<file path="config.mk">
export PLATFORM = sky130hd
export DESIGN_NAME = rgim_table
export DESIGN_NICKNAME = d
export VERILOG_FILES = /design/src/rgim_pkg.sv /design/src/rgim_table.sv
export SDC_FILE = /design/constraint.sdc
export NUM_CORES = 2
export LEC_CHECK = 0
export BUFFER_PORTS_ARGS = -buffer_cell sky130_fd_sc_hd__buf_2
export CORE_MARGIN = 2
export CORE_UTILIZATION = 36
export DETAILED_ROUTE_END_ITERATION = 8
export PLACE_DENSITY = 0.58
export SLEW_MARGIN = 30
export SYNTH_ARGS = -nofsm -noshare
export SYNTH_HDL_FRONTEND = slang
export SYNTH_MEMORY_MAX_BITS = 65536
export SYNTH_SLANG_ARGS = --single-unit
</file>
<file path="constraint.sdc">
create_clock -name clk -period 16.18 [get_ports clk]
set_clock_uncertainty 0.15 [all_clocks]
set_input_delay 0 -clock clk [delete_from_list [all_inputs] [get_ports clk]]
set_output_delay 0 -clock clk [all_outputs]
set_load 0.05 [all_outputs]
</file>
<file path="src/rgim_pkg.sv">
// Shared types and constants for the ROI to ground-truth IoU matcher.
`timescale 1ns / 1ps
package rgim_pkg;

	localparam int COORD_W  = 16;
	localparam int LABEL_W  = 8;
	localparam int IOU_W    = 17;
	localparam int OUT_IDX_W = 6;
	localparam logic [COORD_W+1:0] PIX_ONE = 18'd16;

	typedef enum logic [1:0] {
		MODE_LOAD  = 2'd0,
		MODE_QUERY = 2'd1,
		MODE_CLEAR = 2'd2
	} mode_t;

	typedef enum logic [1:0] {
		CLS_FG    = 2'd0,
		CLS_BG    = 2'd1,
		CLS_OTHER = 2'd2
	} roi_class_t;

	typedef enum logic [1:0] {
		REG_FG_THRESHOLD = 2'd0,
		REG_BG_UPPER     = 2'd1,
		REG_BG_LOWER     = 2'd2
	} cfg_reg_t;

	typedef struct packed {
		logic [COORD_W-1:0] bottom;
		logic [COORD_W-1:0] right;
		logic [COORD_W-1:0] top;
		logic [COORD_W-1:0] left;
	} box_t;

	typedef struct packed {
		logic [LABEL_W-1:0] label;
		box_t               box;
	} gt_entry_t;

	typedef struct packed {
		logic             done;
		logic [IOU_W-1:0] iou;
	} iou_res_t;

endpackage

</file>
<file path="src/rgim_table.sv">
// Ground-truth box table: one write port, one registered read port.
`timescale 1ns / 1ps
module rgim_table
	import rgim_pkg::*;
#(
	parameter int DEPTH = 64,
	parameter int IDX_W = 6
) (
	input  logic             clk,
	input  logic             we,
	input  logic [IDX_W-1:0] waddr,
	input  gt_entry_t        wdata,
	input  logic [IDX_W-1:0] raddr,
	output gt_entry_t        rdata
);

	gt_entry_t mem_q [DEPTH];

	always_ff @(posedge clk) begin
		if (we) begin
			mem_q[waddr] <= wdata;
		end
		rdata <= mem_q[raddr];
	end

endmodule

</file>
Yosys cells after proc, flatten, opt, wreduce, memory -nomap -nowiden. Memories as Yosys holds them, arrays and structs flattened. A register that Yosys moved wholly into a read port is not among the register bits. Index checks and enable logic that the tools add are counted.

Memory bits (writable): 4608. Bits in latches: 0. Memory bits (read-only): 0. Output and inout port bits: 72. Memories kept: 1. Input port bits: 86. Register bits: 0. Logic and storage cells: 3.

Bitwise gates (word level): 0. Magnitude comparators: 0. Reduce and logical (&&, ||, !) cells: 0. Add/subtract/negate cells: 0. Div/mod/pow operators: 0. Shift operators: 0. Multiplexer cells: 2. Multipliers: 0. Equal/unequal tests: 0.

Memory list: mem_q (depth 64, width 72, read ports 1, clocked after Yosys merged registers in 1, write ports 1, RTL line rgim_table.sv:17) `gt_entry_t mem_q [DEPTH];`.

Operators by type and width (count): 1-bit two-way mux (2).

Longest topological paths before layout.
Depth in word-level cells: 2. Mapped depth: 8. Gate-level depth less buffers: 4.

Worst setup path after synthesis. OpenSTA, ideal clock, no wires.

Path type: input to register. Start: input port waddr[3]. End: memory mem_q[48][0] in the netlist's numbering, enable pin. Buffers on the path: 1. Arrival time: 5.408 ns. Stages on the path: 4. Data required time: 15.440 ns. Path slack: 10.031 ns. Setup time: 0.590 ns. Cell sequence: clkbuf_1 nor2b_1 nand4b_1 nor3_1.

RTL lines: start: declaration (RTL line rgim_table.sv:11) `input logic [IDX_W-1:0] waddr,`; end: declaration (RTL line rgim_table.sv:17).

No word-level cell before the write port.

==> run_results.csv <==
group,metric,value,unit
logic_synthesis,synth_mux_area_share,15.4,%
logic_synthesis,netlist.area_leader.share,79.0,%
logic_synthesis,synth.avg_cell_area,24.0,um2
sta,finalMaxSlewViolations,0,
sta,fin_setup_tns,0,ns
run,maxCapViolCount,0,
drt,ant_nets,0,
cts,root_buffer,"clkbuf_16",
pwr,power.leakage,62.4,nW
logic_synthesis,syn_inst,7305,
logic_synthesis,synthesis.area,175000,um2
cts,clk_pin_slew,0.07,ns
worst_setup_path,start_kind,"primary input",
pwr,total_power,25.6,mW
grt,grt_antenna_before_repair,57,
sta,worst_slack,11.19,ns
sta,setup_viol,0,
drt,drc,0,
pwr,pwr-share-clk,42.4,%
sta,period_share,30.8,%
drt,post_drt_via_cell_ratio,5.97,
sta,whs,-0.0118,ns
min_path,hp-start,"wdata[41]",
logic_synthesis,synth_edf_count,4608,
cells_and_area,drive_above_1_share,28.2,%
pwr,ir_drop,0.0000993,V
sta,slew_headroom,25.1,%
logic_synthesis,yosys-top-cells-area,"edfxtp_1, mux4_2, a22oi_1, dfxtp_1, mux2i_1",
logic_synthesis,synth_xor_xnor_area_share,0,%
grt,grt_pass1_wl,736000,um
worst_setup_path,crit_type,"primary input to flop",
place,port_buffers,157,
drt,routed_wl,544000,um
place,gp_congestion,0.771,
cells_and_area,syn_to_final_growth,15.6,%
worst_setup_path,reg2reg_to,"rdata[59]$_DFF_P_",
worst_setup_path,reg2reg_depth,6,
worst_setup_path,crit_path_end_kind,"flop",
grt,grt_pass1_vias,86240,
drt,drt-wirelength-per-cell,36.8,um
logic_synthesis,ys.warnings.count,0,
logic_synthesis,async_flop_share,0,%
worst_setup_path,regToRegStartpoint,"mem_q[19][59]$_DFFE_PP_",
worst_setup_path,r2r_slack,13.37,ns
cells_and_area,fin_cells,14773,
drt,dr.pass1.iters,8,
cells_and_area,multi_input_area,34000,um2
pwr,powerDensity,127,nW/um2
drt,first_iter_violations,13408,
cells_and_area,seqCellArea,140000,um2
place,dp_slack,10.93,ns
logic_synthesis,synth-compound-area-share,2.74,%
min_path,hold_depth,2,
logic_synthesis,synthAdderAreaFrac,0,%
logic_synthesis,syn_nets,7391,
run_status,status,"complete, but fails checks",
cts,cts_tree,"built",
pwr,p_switching,5.53,mW
pwr,seqPwrFrac,52.6,%
cts,h-tree-depth,5,
logic_synthesis,synth_most_common_cell,"edfxtp_1",
die,core_area,485000,um2
die,dieArea,492000,um2
sta,fmax,0.201,GHz
logic_synthesis,synth-seq-area-share,79.8,%
grt,grt_remaining_overflow,0,
run_status,violations,"hold timing",
cts,clockBufferDepth,4,
logic_synthesis,yosysUniqueCellTypes,27,
logic_synthesis,synth-simple-area-share,0.882,%
cells_and_area,fin_nets,7996,
cells_and_area,nFillCells,41348,
logic_synthesis,ys.flop_type,"edfxtp_1",
worst_setup_path,required,16.94,ns
cts,cts_buffers,452,
worst_setup_path,cp.arrival,5.75,ns
sta,hold_viol_final,9,
logic_synthesis,yosys.area.top_type,"edfxtp_1",
logic_synthesis,ys_ff_latch,4680,
pwr,p_comb_share,5.0,%
die,fp.dieW,702,um
die,boundaryPins,158,
worst_setup_path,cp_max_fo,82,
grt,grt_max_degree,102,
sta,fin_crit,4.99,ns
cts,cts.sinks,4680,
sta,rsz0062_at_grt,"false",
pwr,switching_share,21.6,%
min_path,min_path_type,"primary input to flop",
drt,vias,88146,
place,dp_cells,13760,
die,num_rows,256,
die,start_util,36.1,%
min_path,hold_end,"mem_q[12][41]$_DFFE_PP_",
logic_synthesis,netlist_top_cells_count,"edfxtp_1, mux4_2, a22oi_1, buf_2, o22ai_1",
die,die_h,702,um
logic_synthesis,synth_top_family_by_area,"multiplexers",
sta,worst_pin_slew,1.12,ns
grt,grt_usage,21.7,%
pwr,p_int,20.1,mW
cts,clkLatencyLatePin,1.02,ns
place,hpwl,280000,um
[power by group through the flow]
| stage | sequential, mW | combinational, mW | clock, mW |
|---|---|---|---|
| final | 13.5 | 1.28 | 10.9 |
| after global placement | 13.7 | 1.21 | 0 |
| after detailed placement | 13.7 | 1.24 | 0 |
| after global routing | 13.5 | 1.35 | 11.4 |
| after CTS | 13.5 | 1.28 | 11.0 |
| after floorplan | 13.8 | 0.617 | 0 |
[worst max-delay path, cell delays in order]
cell and delay (ns):
dlygate4sd3_1 0.59, buf_12 0.54, buf_4 0.62, buf_4 0.71, buf_4 0.78, mux4_2 0.60, o221ai_1 0.23, nor2_1 0.09
dlygate4sd3_1 0.58, o211a_1 0.22, dlygate4sd3_1 0.58
[logic make-up after synthesis]
kind of cell,count (synthesis)
multiplexers,1260
flip-flops,4680
AO/OA/AOI/OAI,630
buffers and inverters,418
AND/OR/NAND/NOR,317
[stage by stage]
stage | utilization (%) | area (um2)
2_1_floorplan | - | 175000
3_3_place_gp | 38.0 | 185000
3_5_place_dp | 38.2 | 185000
4_1_cts | 41.6 | 202000
5_1_grt | 41.7 | 202000
6_report | 41.7 | 203000
[worst max path at each step]
stage / slack [ns] / startpoint / end
3_5_place_dp: 10.93 / raddr[0] / rdata[12]$_DFF_P_
2_1_floorplan: 10.03 / waddr[3] / mem_q[48][0]$_DFFE_PP_
5_1_grt: 10.93 / raddr[0] / rdata[59]$_DFF_P_
6_report: 11.19 / raddr[0] / rdata[59]$_DFF_P_
3_3_place_gp: 10.94 / raddr[0] / rdata[19]$_DFF_P_
4_1_cts: 11.24 / raddr[0] / rdata[59]$_DFF_P_
[cell type report]
type / count / area share [%]
antenna: 19 / 0.0235
clock buffer: 558 / 5.94
clock inverter: 290 / 1.59
multi-input combinational: 2207 / 16.8
sequential: 4680 / 69.0
tap: 6450 / 3.98
timing repair buffer: 569 / 2.66
[routing by layer]
metal / part of all wire (%) / GRT usage, % / routed length, um / vias to the layer above
met1: 39 / 30.1 / 211000 / 48780
li1: - / - / - / 33055
met5: 0.012 / 0 / 63 / -
met2: 48 / 34.9 / 259000 / 5369
met4: 3.4 / 6.71 / 18700 / 10
met3: 10 / 3.96 / 55700 / 932
[state kept, by name, indices dropped and copies added (netlist names)]
signal and count:
mem_q 4608, rdata 72
[cell usage in the layout, fill, tap and decap left out, drive strengths merged]
cell type	instances
diode	19
or3b	4
dlygate4sd3	139
dfxtp	72
o221ai	54
or3	3
mux2i	108
mux4	1152
a22oi	288
nand2b	9
nand3	128
nand3b	26
nand4	2
or2	2
a211oi	72
o22ai	144
clkinvlp	16
edfxtp	4608
nand2	8
buf	430
nor2	120
bufinv	61
clkinv	204
nor2b	9
inv	9
nand4b	1
nor3	2
clkbuf	558
and2	3
o211a	72
[timing repair]
action | 4_1_cts | 5_1_grt
hold buffers | 105 | 36
setup endpoints to repair | 0 | 0
gates resized for setup | 0 | 0
setup buffers | 0 | 0
endpoints found under the hold margin | 5111 | 1516
Note: power is estimated with default switching activity, not from simulation.
