<file path="src/rgim_pkg.sv">
// Shared types and constants for the ROI to ground-truth IoU matcher.
`timescale 1ns / 1ps
package rgim_pkg;

	localparam int COORD_W  = 16;
	localparam int LABEL_W  = 8;
	localparam int IOU_W    = 17;
	localparam int OUT_IDX_W = 6;
	localparam logic [COORD_W+1:0] PIX_ONE = 18'd16;

	typedef enum logic [1:0] {
		MODE_LOAD  = 2'd0,
		MODE_QUERY = 2'd1,
		MODE_CLEAR = 2'd2
	} mode_t;

	typedef enum logic [1:0] {
		CLS_FG    = 2'd0,
		CLS_BG    = 2'd1,
		CLS_OTHER = 2'd2
	} roi_class_t;

	typedef enum logic [1:0] {
		REG_FG_THRESHOLD = 2'd0,
		REG_BG_UPPER     = 2'd1,
		REG_BG_LOWER     = 2'd2
	} cfg_reg_t;

	typedef struct packed {
		logic [COORD_W-1:0] bottom;
		logic [COORD_W-1:0] right;
		logic [COORD_W-1:0] top;
		logic [COORD_W-1:0] left;
	} box_t;

	typedef struct packed {
		logic [LABEL_W-1:0] label;
		box_t               box;
	} gt_entry_t;

	typedef struct packed {
		logic             done;
		logic [IOU_W-1:0] iou;
	} iou_res_t;

endpackage

</file>
<file path="src/rgim_iou.sv">
// IoU of one box pair: three pipeline stages, then a 17-step restoring divider.
`timescale 1ns / 1ps
module rgim_iou
	import rgim_pkg::*;
(
	input  logic     clk,
	input  logic     arst_n,
	input  logic     start,
	input  box_t     qbox,
	input  box_t     gbox,
	output iou_res_t res
);

	localparam int W = COORD_W + 2;

	logic signed [W-1:0] iw, ih, wa, ha, wb, hb;
	logic [COORD_W:0] min_x2, max_x1, min_y2, max_y1;

	logic             v_s1, v_s2, v_s3;
	logic             zero_s1, zero_s2, zero_s3;
	logic [COORD_W:0] iw_s1, ih_s1, wa_s1, ha_s1, wb_s1, hb_s1;
	logic [33:0]      inter_s2, aa_s2, ab_s2;
	logic [33:0]      inter_s3;
	logic [34:0]      uni_s3;

	logic             busy_q;
	logic [4:0]       step_q;
	logic [35:0]      rem_q;
	logic             lsb_q;
	logic [34:0]      div_q;
	logic [IOU_W-1:0] quo_q;
	logic             done_q;
	logic [36:0]      trial;
	logic [36:0]      diff;

	always_comb begin
		min_x2 = {1'b0, (qbox.right  < gbox.right)  ? qbox.right  : gbox.right};
		max_x1 = {1'b0, (qbox.left   > gbox.left)   ? qbox.left   : gbox.left};
		min_y2 = {1'b0, (qbox.bottom < gbox.bottom) ? qbox.bottom : gbox.bottom};
		max_y1 = {1'b0, (qbox.top    > gbox.top)    ? qbox.top    : gbox.top};
		iw = $signed({1'b0, min_x2}) - $signed({1'b0, max_x1}) + $signed(PIX_ONE);
		ih = $signed({1'b0, min_y2}) - $signed({1'b0, max_y1}) + $signed(PIX_ONE);
		wa = $signed({2'b0, qbox.right})  - $signed({2'b0, qbox.left}) + $signed(PIX_ONE);
		ha = $signed({2'b0, qbox.bottom}) - $signed({2'b0, qbox.top})  + $signed(PIX_ONE);
		wb = $signed({2'b0, gbox.right})  - $signed({2'b0, gbox.left}) + $signed(PIX_ONE);
		hb = $signed({2'b0, gbox.bottom}) - $signed({2'b0, gbox.top})  + $signed(PIX_ONE);
	end

	always_ff @(posedge clk or negedge arst_n) begin
		if (!arst_n) begin
			v_s1 <= 1'b0;
			v_s2 <= 1'b0;
			v_s3 <= 1'b0;
		end else begin
			v_s1 <= start;
			v_s2 <= v_s1;
			v_s3 <= v_s2;
		end
	end

	always_ff @(posedge clk) begin
		zero_s1 <= (iw <= 0) || (ih <= 0);
		iw_s1 <= iw[COORD_W:0];
		ih_s1 <= ih[COORD_W:0];
		wa_s1 <= wa[COORD_W:0];
		ha_s1 <= ha[COORD_W:0];
		wb_s1 <= wb[COORD_W:0];
		hb_s1 <= hb[COORD_W:0];

		zero_s2  <= zero_s1;
		inter_s2 <= iw_s1 * ih_s1;
		aa_s2    <= wa_s1 * ha_s1;
		ab_s2    <= wb_s1 * hb_s1;

		zero_s3  <= zero_s2;
		inter_s3 <= inter_s2;
		uni_s3   <= {1'b0, aa_s2} + {1'b0, ab_s2} - {1'b0, inter_s2};
	end

	// numerator is inter << 16: first brought-in bit is inter[0], then zeros
	assign trial = {rem_q, (step_q == 5'd0) ? lsb_q : 1'b0};
	assign diff  = trial - {2'b0, div_q};

	always_ff @(posedge clk or negedge arst_n) begin
		if (!arst_n) begin
			busy_q <= 1'b0;
			done_q <= 1'b0;
			step_q <= '0;
		end else begin
			done_q <= 1'b0;
			if (v_s3) begin
				if (zero_s3) begin
					done_q <= 1'b1;
				end else begin
					busy_q <= 1'b1;
					step_q <= '0;
				end
			end else if (busy_q) begin
				step_q <= step_q + 5'd1;
				if (step_q == 5'(IOU_W - 1)) begin
					busy_q <= 1'b0;
					done_q <= 1'b1;
				end
			end
		end
	end

	always_ff @(posedge clk) begin
		if (v_s3) begin
			rem_q <= {3'b0, inter_s3[33:1]};
			lsb_q <= inter_s3[0];
			div_q <= uni_s3;
			quo_q <= '0;
		end else if (busy_q) begin
			if (!diff[36]) begin
				rem_q <= diff[35:0];
				quo_q <= {quo_q[IOU_W-2:0], 1'b1};
			end else begin
				rem_q <= trial[35:0];
				quo_q <= {quo_q[IOU_W-2:0], 1'b0};
			end
		end
	end

	assign res.done = done_q;
	assign res.iou  = quo_q;

endmodule

</file>
<file path="config.mk">
export PLATFORM = sky130hd
export DESIGN_NAME = rgim_iou
export DESIGN_NICKNAME = d
export VERILOG_FILES = /design/src/rgim_pkg.sv /design/src/rgim_iou.sv
export SDC_FILE = /design/constraint.sdc
export NUM_CORES = 2
export LEC_CHECK = 0
export ABC_AREA = 1
export BUFFER_PORTS_ARGS = -buffer_cell sky130_fd_sc_hd__buf_2
export CAP_MARGIN = 25
export CELL_PAD_IN_SITES_DETAIL_PLACEMENT = 0
export CELL_PAD_IN_SITES_GLOBAL_PLACEMENT = 1
export CORE_MARGIN = 3
export CORE_UTILIZATION = 45
export CTS_CLUSTER_SIZE = 12
export DETAILED_ROUTE_END_ITERATION = 12
export GPL_TIMING_DRIVEN = 1
export MAX_ROUTING_LAYER = met4
export PLACE_DENSITY_LB_ADDON = 0.1
export SYNTH_ARGS = -nofsm -noshare
export SYNTH_HDL_FRONTEND = slang
export SYNTH_SLANG_ARGS = --single-unit
</file>
<file path="constraint.sdc">
create_clock -name clk -period 14.55 [get_ports clk]
set_clock_uncertainty 0.1 [all_clocks]
set_input_delay 2.91 -clock clk [delete_from_list [all_inputs] [get_ports clk]]
set_output_delay 2.91 -clock clk [all_outputs]
set_load 0.01 [all_outputs]
</file>
Word-level counts from Yosys, hierarchy flattened
Cells that the tools add are included.

cells by class
  add/subtract/negate cells = 16
  $mul = 3
  magnitude comparators = 6
  equal/unequal tests = 2
  mux-type cells = 20
  reductions and logical operators = 4

operator list
  operator                                                         count
  multiplier 17 x 17 -> 34 bit                                     3
  subtractor 16 x 16 -> 17 bit                                     6
  adder 17 x 6 -> 17 bit, second input constant                    4
  two-way mux 33 bit                                               2
  two-way mux 16 bit                                               4
  subtractor 37 x 35 -> 37 bit                                     1
  adder 17 x 6 -> 18 bit, second input constant                    2
  less-or-equal comparator 18 x 1 -> 1 bit, second input constant  2
  two-way mux 36 bit                                               1
  adder 34 x 34 -> 35 bit                                          1
  subtractor 35 x 34 -> 35 bit                                     1
  > comparator 16 bit                                              2
  less-than comparator 16 bit                                      2
  two-way mux 5 bit                                                3
  two-way mux 1 bit                                                10
  adder 5 x 1 -> 5 bit, second input constant                      1
  equality test 5 bit, second input constant                       1
  zero test 5 bit                                                  1
  != test 2 bit, second input constant                             1
  AND reduction 2 bit                                              1
  nonzero test 2 bit                                               1
  logical OR 1 bit                                                 1

word-level totals
  register bits after elaboration = 375
  bits of input ports = 131
  output and inout bits = 18
  word-level logic and storage cells = 76

Logic depth before layout (Yosys ltp)
  depth after elaboration = 6
  mapped depth = 31
  depth with buffers taken out = 30

Worst setup path before layout
OpenSTA, ideal clock, no wires.

  path type = input to register
  start point = input port gbox[33] (netlist bit)
  end point = register zero_s1
  library setup time = 119 ps
  arrival = 6246 ps
  required time = 14331 ps
  slack = 8085 ps
  stages = 25
  buffers on the path = 1
  cells stage by stage = inv_1 ha_1 a21boi_0 o211ai_1 a21oi_1 o211ai_1 o2111ai_1 clkbuf_1 o21ai_0 ha_1 inv_1 fa_1 nand3_1 nand3_1 nand2_2 ha_1 nand3_1 nor2_4 nand3_2 nor2_2 nand3_1 nand2_1 nor2_1 nand2_1 nand3_1

on the way
  longest elaborated chain between the ends = 6

ends and longest elaborated chain
  what                                          RTL line        RTL
  start, declared                               rgim_iou.sv:10  input box_t gbox,
  less-than comparator 16 bit                   rgim_iou.sv:37  min_x2 = {1'b0, (qbox.right < gbox.right) ? qbox.right : gbox.right};
  two-way mux 16 bit (*)                        rgim_iou.sv:37
  subtractor 16 x 16 -> 17 bit (*)              rgim_iou.sv:41  iw = $signed({1'b0, min_x2}) - $signed({1'b0, max_x1}) + $signed(PIX_ONE);
  adder 17 x 6 -> 18 bit (*)                    rgim_iou.sv:41
  named net iw[16]                              rgim_iou.sv:16  logic signed [W-1:0] iw, ih, wa, ha, wb, hb;
  less-or-equal comparator 18 x 1 -> 1 bit (*)  rgim_iou.sv:62  zero_s1 <= (iw <= 0) || (ih <= 0);
  logical OR 1 bit (*)                          rgim_iou.sv:62
  end signal, assigned                          rgim_iou.sv:62
  end, declared                                 rgim_iou.sv:20  logic zero_s1, zero_s2, zero_s3;

The timed path passes the listed nets; every way through them passes the cells marked *.
A chain may end at the register's enable or synchronous reset.

Worst setup path after layout
  start point = input port gbox[3] (netlist bit)
  end point = register zero_s1

on the way
  longest elaborated chain between the ends = 6

ends and longest elaborated chain
  what                                          RTL line        RTL
  > comparator 16 bit                           rgim_iou.sv:38  max_x1 = {1'b0, (qbox.left > gbox.left) ? qbox.left : gbox.left};
  two-way mux 16 bit (*)                        rgim_iou.sv:38
  subtractor 16 x 16 -> 17 bit (*)              rgim_iou.sv:41
  adder 17 x 6 -> 18 bit (*)                    rgim_iou.sv:41
  named net iw[10]                              rgim_iou.sv:16
  less-or-equal comparator 18 x 1 -> 1 bit (*)  rgim_iou.sv:62
  logical OR 1 bit (*)                          rgim_iou.sv:62

Marks and branches as above.

==> results_dict.tcl <==
set metrics [dict create \
    cts_setup_buffers 0 \
    synth-main-ff-cell "dfxtp_1" \
    rr_endpoint "inter_s2[31]$_DFF_P_" \
    ys_seq_area_share_pct 15.7 \
    final.min_clock_period_ns 7.01 \
    grt-ovfl-total 0 \
    crit_buf_inv 3 \
    slowest_delay_ns 0.55 \
    finalHoldViolCount 0 \
    grt_max_degree 74 \
    rsz0062_at_grt "no" \
    cts-resized-gates 0 \
    synth_top_area_share_pct 27.2 \
    crit_family "simple AND/OR/NAND/NOR gates" \
    hold_end "zero_s3$_DFF_P_" \
    grt_pass1_vias 42500 \
    clkTransAtPathRegs_ns 0.06 \
    numPortBuffers 148 \
    timing.hold.worst.class "reg2reg" \
    dr.pass1.iters 5 \
    finalCritPeriodShare_pct 48.2 \
    syn_area_um2 52500 \
    insertion_delay_ns 0.63 \
    slew_headroom_pct 35.0 \
    crit_type "in2reg" \
    placed_area_um2 54600 \
    worstMarginPinSlew_ns 0.974 \
    drc_errors 0 \
    dr_total_vias 41500 \
    outcome "complete, no violations" \
    r2r_start "ih_s1[2]$_DFF_P_" \
    yosysWarnings 0 \
    synthCells 6846 \
    viasPerCell 4.94 \
    tritoncts "yes" \
    dp_hpwl_um 125000 \
    grtUsageTotal_pct 25.5 \
    drive_gt1_share_pct 5.16 \
    max_freq_ghz 0.143 \
    dieHeight_um 348 \
    routedWlPerCell_um 17.5 \
    numCtsBuffers 48 \
    yosysTopAreaCell "fa_1" \
    grt_first_pass_wirelength_um 236000 \
    synth_area_leaders "fa_1, ha_1, inv_1" \
    worstRegToRegCells 19 \
    arrival_ns 7.47 \
    ctsLongestPathBuffers 3 \
    cp.required_ns 15.01 \
    io_pins 149 \
    place_congestion 0.958 \
    tns_ns 0 \
    first_iter_violations 2460 \
    maxSlewViolCount 0 \
    area_growth_pct 7.02 \
    htree_levels 2 \
    hold_buffers 0 \
    synth_area_per_cell_um2 7.67 \
    synth.distinct_cells 51 \
    synthesis.nets 8308 \
    cp_common_cell "nand2_1" \
    antenna_found_initial 3 \
    die_w_um 348 \
    final_nets 8320 \
    worstHoldStart "zero_s2$_DFF_P_" \
    synth-edff-count 69 \
    fin_area_um2 56200 \
    async_flop_share_pct 2.67 \
    initial_core_util_pct 45.6 \
    setup.worst_path.start "gbox[3]" \
    cap_violations 0 \
    ys_seq_elements 375 \
    start_kind "primary input" \
    rows 124 \
    fin_util_pct 48.8 \
    setup_violations 0 \
    clock_sinks 375 \
    cp-end-kind "flip-flop" \
    cp_max_fo 32 \
    worst-r2r-setup-slack_ns 7.92 \
    core-area_um2 115000 \
    root_buffer "clkbuf_16" \
    crit_slowest_cell "nand2_1" \
    dieArea_um2 121000 \
    min_path_cells 0 \
    holdWs_ns 0.227 \
    routed_wl_um 147000 \
    drtAntennaViolNets 0 \
]
==> registers in the layout, summed over array words and instances, names as in the netlist, 5 cells and up <==
name / cells
rem_q: 36
div_q: 35
uni_s3: 35
aa_s2: 34
ab_s2: 34
inter_s2: 34
inter_s3: 34
ha_s1: 17
hb_s1: 17
ih_s1: 17
iw_s1: 17
quo_q: 17
wa_s1: 17
wb_s1: 17
step_q: 5
==> metal layers <==
layer / vias to the layer above / part of all wire [%] / GRT usage, %
li1: 20500 / - / -
met1: 20000 / 47 / 35.0
met2: 896 / 46 / 41.1
met3: 142 / 4.4 / 2.35
met4: 0 / 2.2 / 5.52
met5: - / 0 / -
==> layout by cell type, fill, tap and decap left out, types with 24 or more instances in the layout <==
cell / count
inv_1: 1724
nand2_1: 1705
fa_1: 713
ha_1: 618
a21oi_1: 318
dfxtp_1: 296
nor2_1: 263
nand3_1: 187
o21ai_0: 152
buf_2: 148
xor2_1: 137
xnor2_1: 69
edfxtp_1: 69
clkbuf_16: 49
buf_4: 46
nand2_2: 33
nor3_1: 32
nand4_1: 30
a21o_1: 24
==> worst reg2reg max path, stage by stage (launching register included) <==
cell and delay, ns:
dfxtp_1 0.90, nand2_1 0.19, fa_1 0.56, inv_1 0.06, fa_1 0.53, inv_1 0.05
fa_1 0.49, inv_1 0.05, fa_1 0.55, inv_1 0.06, fa_1 0.48, inv_1 0.05
fa_1 0.44, ha_1 0.39, a21oi_1 0.15, o21ai_0 0.27, a21oi_1 0.12, o211ai_1 0.35
a21oi_1 0.14, xnor2_1 0.52
==> kinds of logic after synthesis <==
kind of cell | Yosys count | share of synthesized area [%]
adders and majority gates | 1331 | 41.9
buffers and inverters | 1970 | 14.2
AOI/OAI and AO/OA | 661 | 7.11
DFF | 375 | 15.7
and+or+nand+nor | 2303 | 17.7
xor gates and xnor gates | 206 | 3.44
==> synthesized netlist by cell type (all sizes together), types with 2 or more instances <==
| cell | instances |
|---|---|
| a211oi | 4 |
| a21boi | 20 |
| a21o | 24 |
| a21oi | 324 |
| a221oi | 5 |
| a22o | 2 |
| a31oi | 15 |
| and2 | 6 |
| buf | 9 |
| clkbuf | 225 |
| clkinv | 2 |
| dfrtp | 10 |
| dfxtp | 296 |
| edfxtp | 69 |
| fa | 713 |
| ha | 618 |
| inv | 1734 |
| nand2 | 1741 |
| nand3 | 194 |
| nand3b | 4 |
| nand4 | 30 |
| nor2 | 281 |
| nor3 | 33 |
| nor4 | 13 |
| o2111ai | 8 |
| o211ai | 15 |
| o21a | 13 |
| o21ai | 177 |
| o21bai | 24 |
| o221ai | 5 |
| o22ai | 18 |
| o31ai | 5 |
| xnor2 | 69 |
| xor2 | 137 |
==> worst max-delay path by stage <==
stage | endpoint | depth (start not counted) | slack (ns)
floorplan | zero_s1$_DFF_P_ | 25 | 8.08
global placement | zero_s1$_DFF_P_ | 30 | 6.75
detailed placement | zero_s1$_DFF_P_ | 30 | 6.77
CTS | zero_s1$_DFF_P_ | 30 | 7.45
global route | zero_s1$_DFF_P_ | 29 | 6.99
finish | zero_s1$_DFF_P_ | 27 | 7.54
==> cell type report <==
cell class                      instances  area, um2
Clock buffer                           66       1320
Inverter                             1736       6520
Antenna cell                            1       2.50
Sequential cell                       375       8250
Clock inverter                         24        251
Multi-Input combinational cell       4501      36800
Fill cell                           11700      58900
Tap cell                             1512       1890
Timing Repair Buffer                  196       1130
==> per-stage QoR <==
step,setup slack (ns),std cells
after floorplan,8.08,6846
after global placement,6.75,8318
after detailed placement,6.77,8319
after CTS,7.45,8409
after global routing,6.99,8411
final,7.54,8411
Power is left out: the tool's default activity adds up to more than one toggle a clock period on the data nets, which glitch-free logic cannot reach.
